<file path="config.mk">
export PLATFORM = sky130hd
export DESIGN_NAME = ordered_timer_queue_unit
export DESIGN_NICKNAME = d
export VERILOG_FILES = /design/src/rtl/otq_pkg.sv /design/src/rtl/otq_cell.sv /design/src/rtl/ordered_timer_queue_unit.sv
export SDC_FILE = /design/constraint.sdc
export NUM_CORES = 2
export LEC_CHECK = 0
export BUFFER_PORTS_ARGS = -buffer_cell sky130_fd_sc_hd__buf_4
export CAP_MARGIN = 30
export CORE_UTILIZATION = 30
export DETAILED_ROUTE_END_ITERATION = 10
export PLACE_DENSITY = 0.5
export SYNTH_ARGS = -nofsm -noshare
export SYNTH_HDL_FRONTEND = slang
export SYNTH_SLANG_ARGS = --single-unit
</file>
<file path="constraint.sdc">
create_clock -name clk -period 340.8 [get_ports clk]
set_input_delay 51.12 -clock clk [delete_from_list [all_inputs] [get_ports clk]]
set_output_delay 51.12 -clock clk [all_outputs]
set_load 0.02 [all_outputs]
</file>
<file path="src/rtl/otq_pkg.sv">
`timescale 1ns / 1ps
package otq_pkg;

  localparam int TABLE_DEPTH_DEF = 16;
  localparam int MAX_RESULTS     = 16;
  localparam int TIME_W          = 48;
  localparam int TAG_W           = 16;
  localparam int PERIOD_W        = 32;
  localparam int ORDER_W         = 32;
  localparam int CNT_W           = $clog2(MAX_RESULTS + 1);
  localparam int EMIT_W          = $clog2(MAX_RESULTS);
  localparam logic [TIME_W-1:0] MIN_DELAY = TIME_W'(100);

  localparam logic [1:0] ACT_ADD    = 2'd0;
  localparam logic [1:0] ACT_CANCEL = 2'd1;
  localparam logic [1:0] ACT_TICK   = 2'd2;

  localparam logic [1:0] ST_OK     = 2'd0;
  localparam logic [1:0] ST_FULL   = 2'd1;
  localparam logic [1:0] ST_ABSENT = 2'd2;

  typedef struct packed {
    logic                valid;
    logic                taken;
    logic [TAG_W-1:0]    tag;
    logic [TIME_W-1:0]   expiry;
    logic [PERIOD_W-1:0] period;
    logic [ORDER_W-1:0]  order;
  } entry_t;

  typedef enum logic [1:0] {
    FSM_IDLE,
    FSM_PASS,
    FSM_EMIT
  } state_t;

  typedef enum logic [1:0] {
    PASS_ADD,
    PASS_FIND,
    PASS_SEARCH,
    PASS_FINAL
  } pass_t;

endpackage

</file>
<file path="src/rtl/otq_cell.sv">
`timescale 1ns / 1ps
module otq_cell (
  input  logic            clk,
  input  logic            rst,
  input  logic            shift,
  input  otq_pkg::entry_t d,
  output otq_pkg::entry_t q
);
  import otq_pkg::*;

  entry_t ent;

  // flags reset, payload does not
  always_ff @(posedge clk) begin
    if (rst) begin
      ent.valid <= 1'b0;
      ent.taken <= 1'b0;
    end else if (shift) begin
      ent <= d;
    end
  end

  assign q = ent;

endmodule

</file>
<file path="src/rtl/ordered_timer_queue_unit.sv">
`timescale 1ns / 1ps
// Ordered timer queue. Timers live in a ring of TABLE_DEPTH cells that rotates
// by one cell per cycle during each pass; the controller sees the head
// cell, edits it and writes it back at the tail, so one pass visits every timer.
// Input channel (in_valid/in_stall): action, tag, expire_at, interval_us, now_us.
// in_stall is low only while no item is in work.
// Output channel (out_valid/out_stall): one beat per result, last marks the
// final beat of an item. A held beat stays put while out_stall is high; the
// next result waits for it, so a stalled receiver stalls the block.
// Passes per item: add and an unknown action take one pass, cancel two
// passes, a tick firing n timers n+2 passes (n+1 when all 16 fire); each
// result then goes out as one beat. The ring walk sets the rate.
// Reset (rst, synchronous) empties the table, zeroes the order counter and
// drops any pending output beat. No clearing pass is needed.
module ordered_timer_queue_unit #(
  parameter int TABLE_DEPTH = otq_pkg::TABLE_DEPTH_DEF
) (
  input  logic                         clk,
  input  logic                         rst,
  input  logic                         in_valid,
  output logic                         in_stall,
  input  logic [1:0]                   action,
  input  logic [otq_pkg::TAG_W-1:0]    tag,
  input  logic [otq_pkg::TIME_W-1:0]   expire_at,
  input  logic [otq_pkg::PERIOD_W-1:0] interval_us,
  input  logic [otq_pkg::TIME_W-1:0]   now_us,
  output logic                         out_valid,
  input  logic                         out_stall,
  output logic [1:0]                   status,
  output logic                         earliest_changed,
  output logic                         fired,
  output logic [otq_pkg::TAG_W-1:0]    fired_tag,
  output logic                         queue_empty,
  output logic [otq_pkg::TIME_W-1:0]   next_delay_us,
  output logic                         last
);
  import otq_pkg::*;

  localparam int POS_W = $clog2(TABLE_DEPTH);
  localparam logic [POS_W-1:0] LAST_POS = POS_W'(TABLE_DEPTH - 1);

  entry_t ring [TABLE_DEPTH];
  entry_t head, head_mod;
  logic   shift;

  genvar gi;
  generate
    for (gi = 0; gi < TABLE_DEPTH; gi++) begin : g_cell
      if (gi == TABLE_DEPTH - 1) begin : g_tail
        otq_cell u_cell (.clk(clk), .rst(rst), .shift(shift), .d(head_mod), .q(ring[gi]));
      end else begin : g_mid
        otq_cell u_cell (.clk(clk), .rst(rst), .shift(shift), .d(ring[gi+1]), .q(ring[gi]));
      end
    end
  endgenerate

  assign head = ring[0];

  state_t state, state_next;
  pass_t  pass, pass_next;
  logic [POS_W-1:0]    step;
  logic [TAG_W-1:0]    tag_q;
  logic [TIME_W-1:0]   when_q, now_q;
  logic [PERIOD_W-1:0] period_q;
  logic [ORDER_W-1:0]  order_counter;
  logic                inserted, old_found;
  logic [TIME_W-1:0]   old_exp;
  logic                best_found;
  logic [TIME_W-1:0]   best_exp;
  logic [ORDER_W-1:0]  best_order;
  logic [POS_W-1:0]    best_pos;
  logic [TAG_W-1:0]    best_tag;
  logic                pend, pend_reload;
  logic [POS_W-1:0]    ppos;
  logic [CNT_W-1:0]    n_fired;
  logic [EMIT_W-1:0]   emit_k;
  logic [TAG_W-1:0]    tag_buf [MAX_RESULTS];
  logic [1:0]          res_status;
  logic                res_ec;
  logic                fin_found;
  logic [TIME_W-1:0]   fin_exp;

  // per step combinational results
  logic                ins_now, elig, better, old_better;
  logic                bf_n, of_n;
  logic [TIME_W-1:0]   be_n, oe_n;
  logic [ORDER_W-1:0]  bo_n;
  logic [POS_W-1:0]    bp_n;
  logic [TAG_W-1:0]    bt_n;
  logic [TIME_W:0]     reload_sum;
  logic                hit;

  always_comb begin
    head_mod   = head;
    ins_now    = 1'b0;
    elig       = 1'b0;
    better     = 1'b0;
    old_better = 1'b0;
    reload_sum = {1'b0, now_q} + {{(TIME_W + 1 - PERIOD_W){1'b0}}, head.period};
    hit        = pend && (step == ppos);
    case (pass)
      PASS_ADD: begin
        if (!head.valid && !inserted) begin
          head_mod = '{valid: 1'b1, taken: 1'b0, tag: tag_q, expiry: when_q,
                       period: period_q, order: order_counter};
          ins_now  = 1'b1;
        end
        elig       = head_mod.valid;
        old_better = head.valid && (!old_found || head.expiry < old_exp);
      end
      PASS_FIND: begin
        elig = head.valid && (head.tag == tag_q);
      end
      PASS_SEARCH, PASS_FINAL: begin
        if (hit) begin
          if (pend_reload && (head.period != '0)) begin
            head_mod.expiry = reload_sum[TIME_W] ? {TIME_W{1'b1}} : reload_sum[TIME_W-1:0];
          end else begin
            head_mod.valid = 1'b0;
          end
          head_mod.taken = 1'b1;
        end
        if (pass == PASS_FINAL) begin
          head_mod.taken = 1'b0;
          elig = head_mod.valid;
        end else begin
          elig = head_mod.valid && !head_mod.taken;
        end
      end
      default: elig = 1'b0;
    endcase
    if (pass == PASS_FIND) begin
      better = elig && (!best_found || head.order < best_order);
    end else begin
      better = elig && (!best_found || head_mod.expiry < best_exp ||
               (head_mod.expiry == best_exp && head_mod.order < best_order));
    end
    bf_n = best_found || better;
    be_n = better ? head_mod.expiry : best_exp;
    bo_n = better ? head_mod.order  : best_order;
    bp_n = better ? step            : best_pos;
    bt_n = better ? head_mod.tag    : best_tag;
    of_n = old_found || old_better;
    oe_n = old_better ? head.expiry : old_exp;
  end

  assign shift    = (state == FSM_PASS);
  assign in_stall = (state != FSM_IDLE);

  // result count of the item
  logic [CNT_W-1:0] res_cnt;
  logic             emit_last, out_load;
  assign res_cnt   = (n_fired != '0) ? n_fired : CNT_W'(1);
  assign emit_last = ({1'b0, emit_k} == (res_cnt - CNT_W'(1)));
  assign out_load  = (state == FSM_EMIT) && (!out_valid || !out_stall);

  always_comb begin
    state_next = state;
    pass_next  = pass;
    case (state)
      FSM_IDLE: begin
        if (in_valid) begin
          state_next = FSM_PASS;
          case (action)
            ACT_ADD:    pass_next = PASS_ADD;
            ACT_CANCEL: pass_next = PASS_FIND;
            ACT_TICK:   pass_next = PASS_SEARCH;
            default:    pass_next = PASS_FINAL;
          endcase
        end
      end
      FSM_PASS: begin
        if (step == LAST_POS) begin
          case (pass)
            PASS_ADD:   state_next = FSM_EMIT;
            PASS_FIND:  pass_next  = PASS_FINAL;
            PASS_SEARCH: begin
              if (bf_n && be_n <= now_q && n_fired != CNT_W'(MAX_RESULTS - 1)) begin
                pass_next = PASS_SEARCH;
              end else begin
                pass_next = PASS_FINAL;
              end
            end
            PASS_FINAL: state_next = FSM_EMIT;
            default:    state_next = FSM_EMIT;
          endcase
        end
      end
      FSM_EMIT: begin
        if (out_load && emit_last) begin
          state_next = FSM_IDLE;
        end
      end
      default: state_next = FSM_IDLE;
    endcase
  end

  always_ff @(posedge clk) begin
    if (rst) begin
      state <= FSM_IDLE;
      pass  <= PASS_FINAL;
    end else begin
      state <= state_next;
      pass  <= pass_next;
    end
  end

  always_ff @(posedge clk) begin
    if (rst) begin
      order_counter <= '0;
      step          <= '0;
      pend          <= 1'b0;
      n_fired       <= '0;
      emit_k        <= '0;
    end else begin
      case (state)
        FSM_IDLE: begin
          if (in_valid) begin
            tag_q      <= tag;
            when_q     <= expire_at;
            period_q   <= interval_us;
            now_q      <= now_us;
            step       <= '0;
            inserted   <= 1'b0;
            old_found  <= 1'b0;
            best_found <= 1'b0;
            pend       <= 1'b0;
            n_fired    <= '0;
            emit_k     <= '0;
            res_status <= ST_OK;
            res_ec     <= 1'b0;
          end
        end
        FSM_PASS: begin
          step      <= (step == LAST_POS) ? '0 : step + POS_W'(1);
          inserted  <= inserted | ins_now;
          old_found <= of_n;
          old_exp   <= oe_n;
          best_found <= (step == LAST_POS) ? 1'b0 : bf_n;
          best_exp   <= be_n;
          best_order <= bo_n;
          best_pos   <= bp_n;
          best_tag   <= bt_n;
          if (step == LAST_POS) begin
            fin_found  <= bf_n;
            fin_exp    <= be_n;
            case (pass)
              PASS_ADD: begin
                pend <= 1'b0;
                if (inserted || ins_now) begin
                  res_ec        <= !of_n || (when_q < oe_n);
                  order_counter <= order_counter + ORDER_W'(1);
                end else begin
                  res_status <= ST_FULL;
                end
              end
              PASS_FIND: begin
                if (bf_n) begin
                  pend        <= 1'b1;
                  pend_reload <= 1'b0;
                  ppos        <= bp_n;
                end else begin
                  pend       <= 1'b0;
                  res_status <= ST_ABSENT;
                end
              end
              PASS_SEARCH: begin
                if (bf_n && be_n <= now_q) begin
                  tag_buf[n_fired[EMIT_W-1:0]] <= bt_n;
                  n_fired     <= n_fired + CNT_W'(1);
                  pend        <= 1'b1;
                  pend_reload <= 1'b1;
                  ppos        <= bp_n;
                end else begin
                  pend <= 1'b0;
                end
              end
              default: pend <= 1'b0;
            endcase
          end
        end
        FSM_EMIT: begin
          if (out_load) begin
            emit_k <= emit_k + EMIT_W'(1);
          end
        end
        default: step <= '0;
      endcase
    end
  end

  // delay to the earliest remaining timer, at least MIN_DELAY, all ones when empty
  logic [TIME_W-1:0] delay_raw, delay_val;
  always_comb begin
    delay_raw = (fin_exp > now_q) ? (fin_exp - now_q) : '0;
    delay_val = (delay_raw < MIN_DELAY) ? MIN_DELAY : delay_raw;
    if (!fin_found) begin
      delay_val = {TIME_W{1'b1}};
    end
  end

  always_ff @(posedge clk) begin
    if (rst) begin
      out_valid <= 1'b0;
    end else if (out_load) begin
      out_valid <= 1'b1;
    end else if (!out_stall) begin
      out_valid <= 1'b0;
    end
    if (out_load) begin
      status           <= res_status;
      earliest_changed <= res_ec;
      fired            <= (n_fired != '0);
      fired_tag        <= (n_fired != '0) ? tag_buf[emit_k] : '0;
      queue_empty      <= !fin_found;
      next_delay_us    <= delay_val;
      last             <= emit_last;
    end
  end

  a_fired_count: assert property (@(posedge clk) disable iff (rst)
    n_fired <= CNT_W'(MAX_RESULTS))
    else $error("fired count beyond limit");
  a_fired_ok: assert property (@(posedge clk) disable iff (rst)
    (out_valid && fired) |-> (status == ST_OK))
    else $error("fired beat with error status");
  a_empty_delay: assert property (@(posedge clk) disable iff (rst)
    (out_valid && queue_empty) |-> (&next_delay_us))
    else $error("empty queue with finite delay");
  a_search_room: assert property (@(posedge clk) disable iff (rst)
    (state == FSM_PASS && pass == PASS_SEARCH) |-> (n_fired < CNT_W'(MAX_RESULTS)))
    else $error("search pass with full fire list");
  a_order_step: assert property (@(posedge clk) disable iff (rst)
    (state != FSM_PASS) |=> (order_counter == $past(order_counter)))
    else $error("order counter moved outside a pass");

endmodule
</file>
==> metrics.yaml <==
status:
  outcome: "completed"
timing:
  finalHoldViolCount: 0
  final.setup.worst_slack_ns: 283.91
  max_freq_mhz: 17.6
  worst_pin_slew_ns: 1.19
  finalCriticalPeriod_ns: 56.89
  setup_violations: 0
  drv_slew: 0
  tns_ns: 0
  clock-skew-final_ns: 0.0700
  timing.final.crit_share_pct: 16.7
  maxSlewHeadroom_pct: 20.7
  grt_setup_unrepaired: "false"
placed_design:
  placed_area_mm2: 0.112
  dpl.hpwl_mm: 153
  place_ws_ns: 282.58
  place_congestion: 0.850
  dp_cells: 10400
  io_buffers: 221
routing:
  wire_per_inst_um: 20.8
  wirelength_mm: 228
  drt_iter0_markers: 5014
  drt_pass1_iterations: 6
  viasPerCell: 4.62
  drc: 0
  ant_nets: 0
  vias: 50600
finish:
  layout.nets: 6623
  final_util_pct: 35.1
  design_area_mm2: 0.121
  syn_to_final_growth_pct: 16.6
  final_cells: 10900
  drive_gt1_share_pct: 15.8
clock_network:
  clock_path_buffers: 4
  h-tree-depth: 5
  clk_pin_slew_ns: 0.06
  cts_hold_buffers: 0
  cts_resized: 0
  tritoncts: "yes"
  cts_buffers: 302
  clock_sinks: 2809
  root_buffer: "clkbuf_16"
  insertion_delay_ns: 0.90
  post_cts_buffers: 0
floorplanning:
  rows: 216
  die_h_um: 591
  die_area_mm2: 0.350
  ios: 222
  die-width_um: 591
  core_area_mm2: 0.346
  initial_utilization_pct: 30.1
grt:
  grt_overflow_total: 0
  grtUsageTotal_pct: 12.8
  grt_first_pass_wirelength_mm: 332
  grt_pass1_vias: 49200
  grt_antenna_before_repair: 27
  grt_max_degree: 187
setup_path:
  crit_path_max_fanout: 186
  required_ns: 341.32
  critical-path-max-stage-delay_ns: 0.87
  cp-start-kind: "input port"
  crit_path_end_kind: "flop"
  critPathBufInv: 8
  slowest_stage: "buf_4"
  cp_cell_sequence: "buf_4, nor2_4, buf_12, buf_12, buf_4, buf_4, buf_4, buf_4, buf_16"
  worstPathArrival_ns: 57.41
  cp_top_family: "buffers and inverters"
  crit_top_cell: "buf_4"
  path_class: "input port to flop"
logic_synthesis:
  synth_cell_types: 101
  netlist_instances: 5659
  synth_warnings: 0
  syn_area_per_cell_um2: 18.4
  synth_seq_cells: 2809
  synth_edf_count: 2726
  ys_async_sr_fraction_pct: 0
  yosysTopAreaCell: "edfxtp_1"
  synthFlopType: "edfxtp_1"
  ys_top_cells_by_area: "edfxtp_1, ha_1, mux4_2"
  yosysSeqAreaShare_pct: 80.2
  netlist_area_mm2: 0.104
  netlist.area_leader.share_pct: 78.6
  syn_nets: 6156
min_path:
  hp-class: "flop to flop"
job:
  cap_viol_max_count: 0
power_and_ir_drop:
  p_leak_uw: 0.0408
  powerDensity_mw_per_mm2: 6.03
  ir_worst_vdd_v: 0.00000394
-- state kept, by name, summed over array words and instances (netlist names), 4 cells and up --
signal                  flops
emit_k                      4
order_counter              32
tag_buf                   256
next_delay_us              48
now_q                      48
when_q                     48
best_tag                   16
step                        4
best_order                 32
period_q                   32
tag_q                      16
ppos                        4
n_fired                     5
old_exp                    48
best_pos                    4
best_exp                   48
fin_exp                    48
fired_tag                  16
g_cell.g_mid.u_cell.q    1950
g_cell.g_tail.u_cell.q    130
-- cell families (layout without fill, tap and decap cells) --
family / Yosys count / count (layout) / synth area share (%)
flip-flops: 2809 / 2809 / 80.2
AO/OA/AOI/OAI: 883 / 883 / 5.65
AND/OR/NAND/NOR: 824 / 824 / 3.83
buffers and inverters: 425 / 1128 / 1.61
adder cells (fa/ha/maj): 347 / 347 / 4.18
multiplexers: 240 / 240 / 3.45
XOR/XNOR: 131 / 131 / 1.11
other: 0 / 6 / 0
-- synth_stat cells (42+ instances only) --
master    instances
o211ai_1         53
a21o_1          104
mux2_2          150
nand2_1         292
nor2_1          156
nor2b_1          43
o21a_1           64
nand4_1          84
a21oi_1         240
clkbuf_1        102
a22oi_1          42
edfxtp_1       2726
ha_1            345
inv_1           271
mux4_2           80
xnor2_1          79
o21ai_0         156
xor2_1           51
nand3_1          54
dfxtp_1          83
-- final timing paths --
check,start,endpoint,slack (ns),depth (start not counted)
max,rst,g_cell[1].g_mid.u_cell.q[104]$_DFFE_PP_,283.91,9
min,g_cell[7].g_mid.u_cell.q[51]$_DFFE_PP_,g_cell[6].g_mid.u_cell.q[51]$_DFFE_PP_,0.38,0
max reg2reg,g_cell[0].g_mid.u_cell.q[32]$_DFFE_PP_,tag_buf[1][14]$_DFFE_PP_,327.46,35
min reg2reg,g_cell[7].g_mid.u_cell.q[51]$_DFFE_PP_,g_cell[6].g_mid.u_cell.q[51]$_DFFE_PP_,0.38,0
-- layout by cell type (no fill, tap or decap), drive strengths merged, types with 42 or more instances in the layout --
master | synthesis | routed
a22oi | 42 | 42
nor2 | 157 | 157
dfxtp | 83 | 83
mux4 | 80 | 80
nor3 | 42 | 42
nand2 | 292 | 292
inv | 271 | 283
o211ai | 53 | 53
a21o | 104 | 104
edfxtp | 2726 | 2726
nand4 | 84 | 84
mux2 | 154 | 154
o21ai | 175 | 175
o21a | 65 | 65
xnor2 | 79 | 79
xor2 | 52 | 52
a21oi | 244 | 244
clkinv | 1 | 116
clkbuf | 104 | 387
buf | 49 | 316
nand3 | 54 | 54
ha | 345 | 345
nor2b | 43 | 43
-- worst reg2reg max path: cells and delay by family, from the launching register on --
family	cells	cell delay, ns
adder cells (fa/ha/maj)	4	1.12
buffers and inverters	3	0.93
flip-flops	1	0.67
AND/OR/NAND/NOR	17	6.08
multiplexers	1	0.50
AO/OA/AOI/OAI	10	3.67
-- area by class of cell --
cell class                      instances  area (µm²)
Multi-Input combinational cell       2425       19100
Clock buffer                          387        8010
Tap cell                             4578        5730
Antenna cell                            6        15.0
Fill cell                           32500      224000
Clock inverter                        153        1410
Inverter                              272        1020
Timing Repair Buffer                  316        2650
Sequential cell                      2809       83500
-- layer usage --
metal	wire length [µm]	share of wire (%)	track usage (%)
met5	13	0.0057	0
met4	6110	2.7	3.83
met3	12300	5.4	1.96
met2	103000	45	19.5
met1	107000	47	18.7
-- power by group --
group          switching (µW)  leakage, µW  total [µW]  internal [µW]
logic                    18.0       0.0105        26.1           8.10
clock network             133      0.00456         313            179
registers                4.32       0.0258         394            389
-- metrics by stage --
step                      total power (µW)  hold WS [ns]
final                                  733         0.377
after global routing                   759         0.385
after CTS                              744         0.362
after detailed placement               427         0.405
after global placement                 426         0.400
after floorplan                        453         0.400
Power figures use the tool's default switching activity.
